<file path="config.mk">
export PLATFORM = sky130hd
export DESIGN_NAME = aqfc_queue
export DESIGN_NICKNAME = d
export VERILOG_FILES = /design/src/hw/rtl/aqfc_pkg.sv /design/src/hw/rtl/aqfc_queue.sv
export VERILOG_INCLUDE_DIRS = /design/src /design/src/hw/rtl
export SDC_FILE = /design/constraint.sdc
export NUM_CORES = 1
export LEC_CHECK = 0
export ABC_AREA = 1
export BUFFER_PORTS_ARGS = -buffer_cell sky130_fd_sc_hd__buf_4
export CAP_MARGIN = 20
export CELL_PAD_IN_SITES_DETAIL_PLACEMENT = 0
export CELL_PAD_IN_SITES_GLOBAL_PLACEMENT = 2
export CORE_ASPECT_RATIO = 1.75
export CORE_MARGIN = 4
export CORE_UTILIZATION = 37
export DETAILED_ROUTE_END_ITERATION = 8
export PLACE_DENSITY_LB_ADDON = 0.1
export SYNTH_ARGS = -nofsm -noshare
export SYNTH_HDL_FRONTEND = slang
export SYNTH_SLANG_ARGS = --single-unit
</file>
<file path="constraint.sdc">
create_clock -name clk -period 1.8 [get_ports clk]
set_input_delay 0.18 -clock clk [delete_from_list [all_inputs] [get_ports clk]]
set_output_delay 0.18 -clock clk [all_outputs]
set_load 0.05 [all_outputs]
</file>
<file path="src/hw/rtl/anisotropic_quadratic_failure_check_defines.svh">
// ----------------------------------------------------------------------------
// Assertion macros for the anisotropic quadratic failure check
// Concurrent checks that vanish in synthesis builds.
// ----------------------------------------------------------------------------
`ifndef ANISOTROPIC_QUADRATIC_FAILURE_CHECK_DEFINES_SVH
`define ANISOTROPIC_QUADRATIC_FAILURE_CHECK_DEFINES_SVH

`ifndef SYNTHESIS
// same-cycle implication
`define AQFC_ASSERT_IMP(lbl, clk, rst, ante, cons) \
  lbl: assert property (@(posedge clk) disable iff (rst) (ante) |-> (cons)) \
    else $error("aqfc check failed");
// next-cycle implication
`define AQFC_ASSERT_NXT(lbl, clk, rst, ante, cons) \
  lbl: assert property (@(posedge clk) disable iff (rst) (ante) |=> (cons)) \
    else $error("aqfc check failed");
`else
`define AQFC_ASSERT_IMP(lbl, clk, rst, ante, cons)
`define AQFC_ASSERT_NXT(lbl, clk, rst, ante, cons)
`endif

`endif

</file>
<file path="src/hw/rtl/aqfc_pkg.sv">
// ----------------------------------------------------------------------------
// aqfc_pkg
// Shared constants, codes and the configuration bundle.
// ----------------------------------------------------------------------------
package aqfc_pkg;

  localparam int FRAC_BITS_DEF    = 16;
  localparam int STRESS_WIDTH_DEF = 32;
  localparam int QUEUE_DEPTH      = 4;

  // ratio magnitude bits; saturation value is all ones
  localparam int RATIO_BITS = 30;
  localparam int STR_W      = 31;
  localparam int DIR_W      = 2;
  localparam int RAD_W      = 64;
  localparam int ROOT_W     = 32;
  localparam int OUT_W      = 32;

  localparam int MODE_W = 2;
  localparam logic [MODE_W-1:0] MODE_CHECK  = 2'd0;
  localparam logic [MODE_W-1:0] MODE_FAILED = 2'd1;
  localparam logic [MODE_W-1:0] MODE_OFF    = 2'd2;

  localparam logic [DIR_W-1:0] DIR_OFF = 2'd0;
  localparam logic [DIR_W-1:0] DIR_1   = 2'd1;
  localparam logic [DIR_W-1:0] DIR_2   = 2'd2;
  localparam logic [DIR_W-1:0] DIR_3   = 2'd3;

  localparam int CFG_IDX_W = 3;
  localparam logic [CFG_IDX_W-1:0] CFG_DIR = 3'd0;
  localparam logic [CFG_IDX_W-1:0] CFG_XC  = 3'd1;
  localparam logic [CFG_IDX_W-1:0] CFG_XT  = 3'd2;
  localparam logic [CFG_IDX_W-1:0] CFG_YC  = 3'd3;
  localparam logic [CFG_IDX_W-1:0] CFG_YT  = 3'd4;
  localparam logic [CFG_IDX_W-1:0] CFG_ST  = 3'd5;
  localparam logic [CFG_IDX_W-1:0] CFG_SL  = 3'd6;

  localparam logic [DIR_W-1:0] DIR_RST = DIR_1;
  localparam logic [STR_W-1:0] STR_RST = 31'd65536;

  typedef struct packed {
    logic [DIR_W-1:0] dir;
    logic [STR_W-1:0] xc;
    logic [STR_W-1:0] xt;
    logic [STR_W-1:0] yc;
    logic [STR_W-1:0] yt;
    logic [STR_W-1:0] st;
    logic [STR_W-1:0] sl;
  } cfg_t;

endpackage

</file>
<file path="src/hw/rtl/aqfc_queue.sv">
// ----------------------------------------------------------------------------
// aqfc_queue
// Short register FIFO between the front and the back.
// ----------------------------------------------------------------------------
module aqfc_queue #(
  parameter int WIDTH = 8,
  parameter int DEPTH = aqfc_pkg::QUEUE_DEPTH
) (
  input  logic             clk,
  input  logic             rst,
  input  logic             push_valid,
  output logic             push_ready,
  input  logic [WIDTH-1:0] push_data,
  output logic             pop_valid,
  input  logic             pop_ready,
  output logic [WIDTH-1:0] pop_data
);
  import aqfc_pkg::*;

  `include "anisotropic_quadratic_failure_check_defines.svh"

  localparam int PTR_W = $clog2(DEPTH);
  localparam int CNT_W = $clog2(DEPTH + 1);

  logic [WIDTH-1:0] mem [0:DEPTH-1];
  logic [PTR_W-1:0] wr_ptr, rd_ptr;
  logic [CNT_W-1:0] count;
  logic             push, pop;

  assign push_ready = count != CNT_W'(DEPTH);
  assign pop_valid  = count != '0;
  assign pop_data   = mem[rd_ptr];
  assign push       = push_valid && push_ready;
  assign pop        = pop_valid && pop_ready;

  always_ff @(posedge clk) begin
    if (rst) begin
      wr_ptr <= '0;
      rd_ptr <= '0;
      count  <= '0;
    end else begin
      if (push) begin
        wr_ptr <= (wr_ptr == PTR_W'(DEPTH - 1)) ? '0 : wr_ptr + 1'b1;
      end
      if (pop) begin
        rd_ptr <= (rd_ptr == PTR_W'(DEPTH - 1)) ? '0 : rd_ptr + 1'b1;
      end
      if (push && !pop) begin
        count <= count + 1'b1;
      end else if (pop && !push) begin
        count <= count - 1'b1;
      end
    end
  end

  always_ff @(posedge clk) begin
    if (push) begin
      mem[wr_ptr] <= push_data;
    end
  end

  `AQFC_ASSERT_IMP(a_cnt_bound, clk, rst, 1'b1, count <= CNT_W'(DEPTH))
  `AQFC_ASSERT_NXT(a_cnt_up, clk, rst, push && !pop, count == $past(count) + 1'b1)
  `AQFC_ASSERT_NXT(a_cnt_down, clk, rst, pop && !push, count == $past(count) - 1'b1)

endmodule

</file>
==> impl_metrics.tcl <==
set metrics [dict create \
    status "completed" \
    peakVddDrop_v 0.0009734 \
    grt_pass1_wl_um 5023 \
    routedWlPerCell_um 13.44 \
    area_growth_pct 24.78 \
    grt_antenna_before_repair 0 \
    cts-root-buf "clkbuf_8" \
    drcViolationCount 0 \
    clock_sinks 41 \
    layout-drive-gt1-share 0.2961 \
    yosys.area_share.xor_xnor 0.005162 \
    die_x_um 59.19 \
    p_switching_uw 1390 \
    post-route-util 0.4807 \
    drt_iter0_markers 37 \
    die-height_um 97.58 \
    num_rows 32 \
    hold_path.class "in2reg" \
    cp-start-kind "register" \
    cellPowerDensity_nw_per_um2 1699 \
    cap_violations 0 \
    nets 197 \
    swShare 0.3862 \
    cts_buffer_depth 2 \
    dieArea_um2 5776 \
    seq_power_share 0.358 \
    p_leak_uw 0.0008497 \
    clock_power_share 0.236 \
    worstSetupPathType "reg2reg" \
    cts_tree "built" \
    design_area_um2 2117 \
    fin_crit_sh 0.9252 \
    detail_route.vias_per_cell 4.735 \
    finalWirelength_um 3092 \
    place.gp.congestion 0.6708 \
    p_int_uw 2208 \
    critPathMaxFanout 4 \
    dpl.hpwl_um 2221 \
    finalHoldViolCount 0 \
    syn-cell-area_um2 1697 \
    synth_fa_ha_area_frac 0.05605 \
    ys_seq_area_frac 0.6726 \
    worstPathRequired_ns 1.99 \
    ios 22 \
    fillCellCount 415 \
    synth_top_area_share 0.5664 \
    skew_ns 0.005233 \
    max_clock_freq_mhz 600.4 \
    min_period_ns 1.665 \
    whs_path_depth 2 \
    gr-total-overflow 0 \
    synthCells 145 \
    track_usage 0.1189 \
    reg2regPathDepth 9 \
    ant_nets 0 \
    synth_cell_types 20 \
    report.final.slew_viol_count 0 \
    syn_nets 164 \
    pwr-share-comb 0.406 \
    ys_warn_count 0 \
    synth.area.mux_share 0 \
    end_kind "register" \
    antenna_cells 0 \
    dpl_cell_area_um2 1968 \
    clk_pin_slew_ns 0.08 \
    yosysTopAreaCell "edfxtp_1" \
    max_slew_margin 0.7653 \
    h-tree-depth 2 \
    yosys.area_share.simple 0.1254 \
    arrival_ns 1.85 \
    grt_pass1_vias 1092 \
    synth_top_family_by_area "simple AND/OR/NAND/NOR gates" \
    firstDrtPassIters 4 \
    rsz0062_at_grt "false" \
    grt_max_degree 17 \
    synth_seq_cells 41 \
    ys_top_cells_by_area "edfxtp_1, dfxtp_1, nor2_1" \
    coreArea_um2 4404 \
    total_power_uw 3598 \
    vias 1089 \
    syn_area_per_cell_um2 11.70 \
    cts_buffers 5 \
    setup_tns_ns 0 \
    max_slew.worst_pin.slew_ns 0.3516 \
    clkLatencyLatePin_ns 0.29 \
    portBuffers 21 \
    start_util 0.3852 \
    setup_viol 0 \
    synth_compound_area_frac 0.09218 \
]
## path summary, 6_finish.rpt
| path | startpoint | to | slack (ns) |
|---|---|---|---|
| min reg2reg | count[1]$_SDFFE_PP0P_ | count[1]$_SDFFE_PP0P_ | 0.53 |
| max reg2reg | count[1]$_SDFFE_PP0P_ | count[1]$_SDFFE_PP0P_ | 0.13 |
| max | count[1]$_SDFFE_PP0P_ | count[1]$_SDFFE_PP0P_ | 0.13 |
| min | rst | count[0]$_SDFFE_PP0P_ | 0.04 |
## power groups by stage
| stage | Combinational [uW] | Clock (uW) | Sequential, uW |
|---|---|---|---|
| global placement | 1420 | 0 | 1300 |
| detailed placement | 1450 | 0 | 1300 |
| floorplan | 1050 | 0 | 1280 |
| finish | 1460 | 849 | 1290 |
| global route | 1600 | 910 | 1310 |
| CTS | 1450 | 882 | 1280 |
## logic make-up after synthesis
family,after synthesis
compound gates,27
xor+xnor,1
fa+ha+maj,7
buf+inv,18
flops,41
simple gates,51
## cell usage after synthesis (all sizes together)
library cell and number:
ha 6, o21ai 17, edfxtp 32, dfxtp 9, xor2 1, o22ai 8, nand3 1, buf 2
nor2 33, nand2 14, fa 1, a21oi 2, nand3b 2, nand4 1, inv 16
## area by class of cell
type,count,area (um^2),share of cell area
tap,51,63.81,0.03014
sequential,41,1145,0.5408
multi-input combinational,86,504.2,0.2382
clock inverter,3,65.06,0.03073
clock buffer,5,68.82,0.03251
inverter,16,60.06,0.02837
timing repair buffer,28,210.2,0.09929
## routing by layer
metal  up-vias  share of wire  global-route usage
met5         -              0                   0
met4         0          0.024             0.05759
met3         6          0.045             0.03856
met2        18           0.58              0.2106
met1       506           0.35              0.1174
li1        559              -                   -
## state kept, by name, indices dropped and copies added, names as in the netlist, named ones only
| signal | count |
|---|---|
| wr_ptr | 2 |
| rd_ptr | 2 |
| mem | 32 |
| count | 3 |
## cells in the final DEF, fill, tap and decap left out, types with 2 or more instances in the layout
cell	n
nor2_1	32
buf_4	28
clkbuf_8	5
nand2_1	10
nand3b_1	2
inv_2	3
dfxtp_2	3
inv_1	13
a21oi_1	2
nand2_4	3
dfxtp_1	6
edfxtp_1	32
ha_1	5
o22ai_1	8
bufinv_16	2
o21ai_2	4
o21ai_0	12
## worst max-delay path: stages (launching register included)
cell and delay [ns]:
dfxtp_2 0.35, nor2_4 0.15, nand2_4 0.09, nand2_4 0.06, inv_1 0.05, ha_2 0.18
inv_2 0.06, fa_2 0.43, o21ai_2 0.13, nor2_1 0.04
## per-stage QoR
stage / std cells / hold slack, ns / worst slack (ns)
after floorplan: 145 / 0.2524 / 0.01343
after global placement: 222 / 0.3472 / 0.07050
after detailed placement: 222 / 0.3497 / 0.03500
after CTS: 230 / 0.03051 / 0.01461
after global routing: 230 / 0.02629 / 0.01391
final: 230 / 0.03844 / 0.1346
## repair_timing
item	CTS	global route
hold buffers	0	0
endpoints found under the setup margin	0	7
setup buffers	0	0
gates resized for setup	0	10
No activity file was read; power rests on OpenSTA's default activity.
