[src/hw/rtl/anisotropic_quadratic_failure_check_defines.svh]
// ----------------------------------------------------------------------------
// Assertion macros for the anisotropic quadratic failure check
// Concurrent checks that vanish in synthesis builds.
// ----------------------------------------------------------------------------
`ifndef ANISOTROPIC_QUADRATIC_FAILURE_CHECK_DEFINES_SVH
`define ANISOTROPIC_QUADRATIC_FAILURE_CHECK_DEFINES_SVH

`ifndef SYNTHESIS
// same-cycle implication
`define AQFC_ASSERT_IMP(lbl, clk, rst, ante, cons) \
  lbl: assert property (@(posedge clk) disable iff (rst) (ante) |-> (cons)) \
    else $error("aqfc check failed");
// next-cycle implication
`define AQFC_ASSERT_NXT(lbl, clk, rst, ante, cons) \
  lbl: assert property (@(posedge clk) disable iff (rst) (ante) |=> (cons)) \
    else $error("aqfc check failed");
`else
`define AQFC_ASSERT_IMP(lbl, clk, rst, ante, cons)
`define AQFC_ASSERT_NXT(lbl, clk, rst, ante, cons)
`endif

`endif

[src/hw/rtl/aqfc_pkg.sv]
// ----------------------------------------------------------------------------
// aqfc_pkg
// Shared constants, codes and the configuration bundle.
// ----------------------------------------------------------------------------
package aqfc_pkg;

  localparam int FRAC_BITS_DEF    = 16;
  localparam int STRESS_WIDTH_DEF = 32;
  localparam int QUEUE_DEPTH      = 4;

  // ratio magnitude bits; saturation value is all ones
  localparam int RATIO_BITS = 30;
  localparam int STR_W      = 31;
  localparam int DIR_W      = 2;
  localparam int RAD_W      = 64;
  localparam int ROOT_W     = 32;
  localparam int OUT_W      = 32;

  localparam int MODE_W = 2;
  localparam logic [MODE_W-1:0] MODE_CHECK  = 2'd0;
  localparam logic [MODE_W-1:0] MODE_FAILED = 2'd1;
  localparam logic [MODE_W-1:0] MODE_OFF    = 2'd2;

  localparam logic [DIR_W-1:0] DIR_OFF = 2'd0;
  localparam logic [DIR_W-1:0] DIR_1   = 2'd1;
  localparam logic [DIR_W-1:0] DIR_2   = 2'd2;
  localparam logic [DIR_W-1:0] DIR_3   = 2'd3;

  localparam int CFG_IDX_W = 3;
  localparam logic [CFG_IDX_W-1:0] CFG_DIR = 3'd0;
  localparam logic [CFG_IDX_W-1:0] CFG_XC  = 3'd1;
  localparam logic [CFG_IDX_W-1:0] CFG_XT  = 3'd2;
  localparam logic [CFG_IDX_W-1:0] CFG_YC  = 3'd3;
  localparam logic [CFG_IDX_W-1:0] CFG_YT  = 3'd4;
  localparam logic [CFG_IDX_W-1:0] CFG_ST  = 3'd5;
  localparam logic [CFG_IDX_W-1:0] CFG_SL  = 3'd6;

  localparam logic [DIR_W-1:0] DIR_RST = DIR_1;
  localparam logic [STR_W-1:0] STR_RST = 31'd65536;

  typedef struct packed {
    logic [DIR_W-1:0] dir;
    logic [STR_W-1:0] xc;
    logic [STR_W-1:0] xt;
    logic [STR_W-1:0] yc;
    logic [STR_W-1:0] yt;
    logic [STR_W-1:0] st;
    logic [STR_W-1:0] sl;
  } cfg_t;

endpackage

[src/hw/rtl/aqfc_front.sv]
// ----------------------------------------------------------------------------
// aqfc_front
// Accepts a node, classifies it and maps stress onto material axes.
// ----------------------------------------------------------------------------
module aqfc_front #(
  parameter int STRESS_WIDTH = aqfc_pkg::STRESS_WIDTH_DEF,
  parameter int ITEM_W = aqfc_pkg::MODE_W + 9 * STRESS_WIDTH + 3
) (
  input  logic                           clk,
  input  logic                           rst,
  input  aqfc_pkg::cfg_t                 cfg,
  input  logic                           in_valid,
  output logic                           in_ready,
  input  logic signed [STRESS_WIDTH-1:0] stress_xx,
  input  logic signed [STRESS_WIDTH-1:0] stress_yy,
  input  logic signed [STRESS_WIDTH-1:0] stress_zz,
  input  logic signed [STRESS_WIDTH-1:0] stress_xy,
  input  logic signed [STRESS_WIDTH-1:0] stress_xz,
  input  logic signed [STRESS_WIDTH-1:0] stress_yz,
  input  logic                           already_failed,
  output logic                           push_valid,
  input  logic                           push_ready,
  output logic [ITEM_W-1:0]              push_data
);
  import aqfc_pkg::*;

  localparam int SW = STRESS_WIDTH;

  logic                 held;
  logic [ITEM_W-1:0]    item;
  logic [MODE_W-1:0]    mode;
  logic signed [SW-1:0] s11, s22, s33, s12, s13, s23;
  logic signed [SW:0]   d23, d31, d12;

  always_comb begin
    s11 = stress_xx; s12 = stress_xy; s13 = stress_xz;
    s22 = stress_yy; s23 = stress_yz; s33 = stress_zz;
    case (cfg.dir)
      DIR_2: begin
        s11 = stress_yy; s12 = stress_xy; s13 = stress_yz;
        s22 = stress_xx; s23 = stress_xz; s33 = stress_zz;
      end
      DIR_3: begin
        s11 = stress_zz; s12 = stress_xz; s13 = stress_yz;
        s22 = stress_xx; s23 = stress_xy; s33 = stress_yy;
      end
      default: begin
      end
    endcase
    if (already_failed) begin
      mode = MODE_FAILED;
    end else if (cfg.dir == DIR_OFF) begin
      mode = MODE_OFF;
    end else begin
      mode = MODE_CHECK;
    end
    d23 = (SW+1)'(s22) - (SW+1)'(s33);
    d31 = (SW+1)'(s33) - (SW+1)'(s11);
    d12 = (SW+1)'(s11) - (SW+1)'(s22);
  end

  assign in_ready   = !held || push_ready;
  assign push_valid = held;
  assign push_data  = item;

  always_ff @(posedge clk) begin
    if (rst) begin
      held <= 1'b0;
    end else if (in_ready) begin
      held <= in_valid;
    end
  end

  always_ff @(posedge clk) begin
    if (in_valid && in_ready) begin
      item <= {mode, s11, s22, s33, s12, s13, s23, d23, d31, d12};
    end
  end

endmodule

[config.mk]
export PLATFORM = sky130hd
export DESIGN_NAME = aqfc_front
export DESIGN_NICKNAME = d
export VERILOG_FILES = /design/src/hw/rtl/anisotropic_quadratic_failure_check_defines.svh /design/src/hw/rtl/aqfc_pkg.sv /design/src/hw/rtl/aqfc_front.sv
export SDC_FILE = /design/constraint.sdc
export NUM_CORES = 1
export LEC_CHECK = 0
export ABC_AREA = 1
export BUFFER_PORTS_ARGS = -buffer_cell sky130_fd_sc_hd__buf_2
export CORE_AREA = 2 2 261 263
export CTS_BUF_LIST = sky130_fd_sc_hd__clkbuf_16
export DETAILED_ROUTE_END_ITERATION = 8
export DIE_AREA = 0 0 263 265
export PLACE_DENSITY = 0.59
export SLEW_MARGIN = 20
export SYNTH_ARGS = -nofsm -noshare
export SYNTH_HDL_FRONTEND = slang
export SYNTH_SLANG_ARGS = --single-unit
[constraint.sdc]
create_clock -name clk -period 37.3 [get_ports clk]
set_clock_uncertainty 0.2 [all_clocks]
set_input_delay 1.865 -clock clk [delete_from_list [all_inputs] [get_ports clk]]
set_output_delay 1.865 -clock clk [all_outputs]
set_load 0.1 [all_outputs]
==> flow_metrics.env <==
export IMPL_status="complete, no violations"
export IMPL_synth_edf_count=293
export IMPL_core_mm2=0.0668
export IMPL_worstPathMaxFanout=42
export IMPL_fin_crit_sh_pct=15.5
export IMPL_antenna_found_initial=9
export IMPL_die_height_um=265
export IMPL_hold_path_class="register to register"
export IMPL_portBuffers=493
export IMPL_vias=16200
export IMPL_setup_viol=0
export IMPL_required_ns=37.41
export IMPL_post_cts_setup_buffers=0
export IMPL_finalHoldWorstSlack_ns=0.324
export IMPL_power_density_mw_per_mm2=60.6
export IMPL_fp_dieW_um=263
export IMPL_synth_area_per_cell_um2=8.85
export IMPL_clock_sinks=294
export IMPL_final_cell_mix="492 x buf_2, 469 x nand2_1, 293 x edfxtp_1"
export IMPL_use_met2_pct=32.2
export IMPL_worstMarginPinSlew_ns=1.27
export IMPL_h_tree_depth=2
export IMPL_cts_resized=0
export IMPL_wl_per_cell_um=21.7
export IMPL_io_pins=680
export IMPL_hold_end="push_valid"
export IMPL_hold_violations=0
export IMPL_worst_setup_path_type="input pin to register"
export IMPL_first_iter_violations=1291
export IMPL_cts_tree="built"
export IMPL_fmax_ghz=0.173
export IMPL_crit_reg2reg_launch="push_valid"
export IMPL_min_from="push_valid"
export IMPL_viasPerCell=4.73
export IMPL_grt_pass1_vias=15300
export IMPL_gp_congestion=0.899
export IMPL_slew_headroom_pct=14.5
export IMPL_cap_violations=0
export IMPL_layout_drive_gt1_share_pct=24.7
export IMPL_ys_flop_type="edfxtp_1"
export IMPL_cts_root_buf="clkbuf_16"
export IMPL_cts_hold_buf=0
export IMPL_ir_worst_vdd_mv=0.0457
export IMPL_die_area_mm2=0.0697
export IMPL_placedInstanceArea_mm2=0.0212
export IMPL_cp_arrival_ns=5.88
export IMPL_syn_inst=1994
export IMPL_wirelength_um=74000
export IMPL_ys_types=42
export IMPL_postRouteAntennaNets=0
export IMPL_reg2reg_to="push_data[122]"
export IMPL_synth_seq_area_share_pct=50.0
export IMPL_clk_latency_ns=0.54
export IMPL_yosys_warnings=0
export IMPL_maxSlewViolCount=0
export IMPL_hold_path_depth=2
export IMPL_rrSetupSlack_ns=34.03
export IMPL_grt_start_max_net_pins=76
export IMPL_p_leak_nw=10.4
export IMPL_drc=0
export IMPL_numCtsBuffers=38
export IMPL_start_util_pct=26.4
export IMPL_grt_setup_unrepaired="false"
export IMPL_dr_pass1_iters=7
export IMPL_clk_pin_slew_worst_paths_ns=0.06
export IMPL_clk_path_buf_depth=3
export IMPL_grt_use_total_pct=20.5
export IMPL_tns_ns=0
export IMPL_syn_area_mm2=0.0177
export IMPL_final_area_mm2=0.0225
export IMPL_num_rows=95
export IMPL_period_minus_slack_ns=5.77
export IMPL_synth_seq_cells=294
export IMPL_finalNetCount=2985
export IMPL_overflow=0
export IMPL_hpwl_um=59500
export IMPL_grtUsageMet1_pct=27.4
export IMPL_grt_busiest_layer="met2"
export IMPL_use_met3_pct=6.01
export IMPL_async_flop_share_pct=0
export IMPL_fillerInstances=7022
export IMPL_area_delta_synth_final_pct=27.6
export IMPL_cp_start_kind="input pin"
export IMPL_grt_pass1_wl_um=104000
export IMPL_final_common_cell="buf_2"
export IMPL_reg2regPathDepth=4
export IMPL_setup_worst_path_end_class="register"
export IMPL_syn_nets=2474
==> power breakdown <==
| part | total (mW) | switching, mW | internal, mW |
|---|---|---|---|
| clock network | 0.382 | 0.154 | 0.227 |
| registers | 0.426 | 0.0104 | 0.416 |
| logic | 0.557 | 0.454 | 0.102 |
| total | 1.36 | 0.619 | 0.745 |
==> kinds of logic (layout without fill, tap and decap cells) <==
family,count (synthesis),count (layout),synth area share (%)
XOR/XNOR,68,68,3.37
adder cells (fa/ha/maj),95,95,6.86
AO/OA/AOI/OAI,441,441,14.5
AND/OR/NAND/NOR,765,765,18.1
flip-flops,294,294,50.0
other,0,6,0
buffers and inverters,331,872,7.26
==> cell type report <==
type	count	area (µm²)	share of cell area, %
sequential	294	8820	39.2
multi-input combinational	1369	7560	33.6
timing repair buffer	521	2680	11.9
tap	873	1090	4.85
inverter	281	1060	4.69
clock buffer	39	976	4.33
clock inverter	31	317	1.41
antenna	6	15.0	0.0667
==> flip-flops by register name, summed over array words and instances (netlist names) <==
| register | flops |
|---|---|
| push_valid | 1 |
| push_data | 293 |
==> how the worst max path moves through the flow <==
| stage | depth (start not counted) | start | endpoint | slack (ns) |
|---|---|---|---|---|
| 2_1_floorplan | 2 | in_valid | push_data[0] | 20.11 |
| 3_3_place_gp | 17 | cfg[186] | push_data[62] | 30.94 |
| 3_5_place_dp | 16 | cfg[186] | push_data[61] | 30.99 |
| 4_1_cts | 16 | cfg[186] | push_data[61] | 31.58 |
| 5_1_grt | 18 | cfg[186] | push_data[51] | 31.26 |
| 6_report | 18 | cfg[186] | push_data[63] | 31.53 |
==> worst max-delay path, stage by stage <==
cell and delay, ns:
buf_2 0.33, nor2_1 0.13, inv_2 0.37, buf_4 0.61
o21a_1 0.33, inv_1 0.07, ha_1 0.40, nand2_1 0.07
o21ai_0 0.51, nand2_1 0.12, nand3_1 0.40, nand2_2 0.10
nand2_2 0.14, nand2_2 0.07, nand2_2 0.10, nand2_2 0.08
nand3_1 0.07, nand2_1 0.05
==> synthesized netlist by cell type, types with 2 or more instances <==
| cell | instances | area [µm²] |
|---|---|---|
| a31oi_1 | 16 | 100 |
| xnor2_1 | 15 | 131 |
| o21ai_2 | 4 | 35.0 |
| clkbuf_1 | 35 | 131 |
| inv_2 | 2 | 7.51 |
| o22a_1 | 7 | 61.3 |
| nand3_1 | 69 | 345 |
| nand4_1 | 12 | 75.1 |
| nand3b_1 | 2 | 15.0 |
| o21ai_0 | 190 | 951 |
| buf_1 | 6 | 22.5 |
| nand4_2 | 3 | 37.5 |
| a21boi_0 | 4 | 30.0 |
| buf_6 | 4 | 45.0 |
| a21o_1 | 21 | 158 |
| ha_1 | 92 | 1150 |
| and3_1 | 2 | 12.5 |
| nor4_1 | 4 | 25.0 |
| nand2_4 | 5 | 56.3 |
| fa_1 | 3 | 60.1 |
| edfxtp_1 | 293 | 8800 |
| nand2_2 | 16 | 100 |
| nor2_1 | 154 | 578 |
| a21oi_1 | 111 | 556 |
| o21bai_1 | 11 | 82.6 |
| buf_2 | 5 | 25.0 |
| nand2_1 | 469 | 1760 |
| a211oi_1 | 6 | 45.0 |
| inv_1 | 278 | 1040 |
| xor2_1 | 53 | 464 |
| nor3_1 | 19 | 95.1 |
| o211ai_1 | 33 | 248 |
| o21a_1 | 35 | 263 |
| nand3_2 | 7 | 70.1 |
==> per-layer routing <==
layer  vias to the layer above  share of wire, %
met5                         -             0.032
met4                         4               2.7
met3                        96               8.7
met2                       678                44
met1                      7562                45
li1                       7813                 -
==> stage by stage <==
step | power, mW | util [%] | instances | worst slack [ns]
3_5_place_dp | 0.988 | 31.8 | 3338 | 30.99
2_1_floorplan | 0.860 | - | 1994 | 20.11
5_1_grt | 1.42 | 33.7 | 3410 | 31.26
3_3_place_gp | 0.989 | 31.8 | 3338 | 30.94
6_report | 1.36 | 33.7 | 3414 | 31.53
4_1_cts | 1.38 | 33.7 | 3408 | 31.58
(Power assumes the default switching activity.)
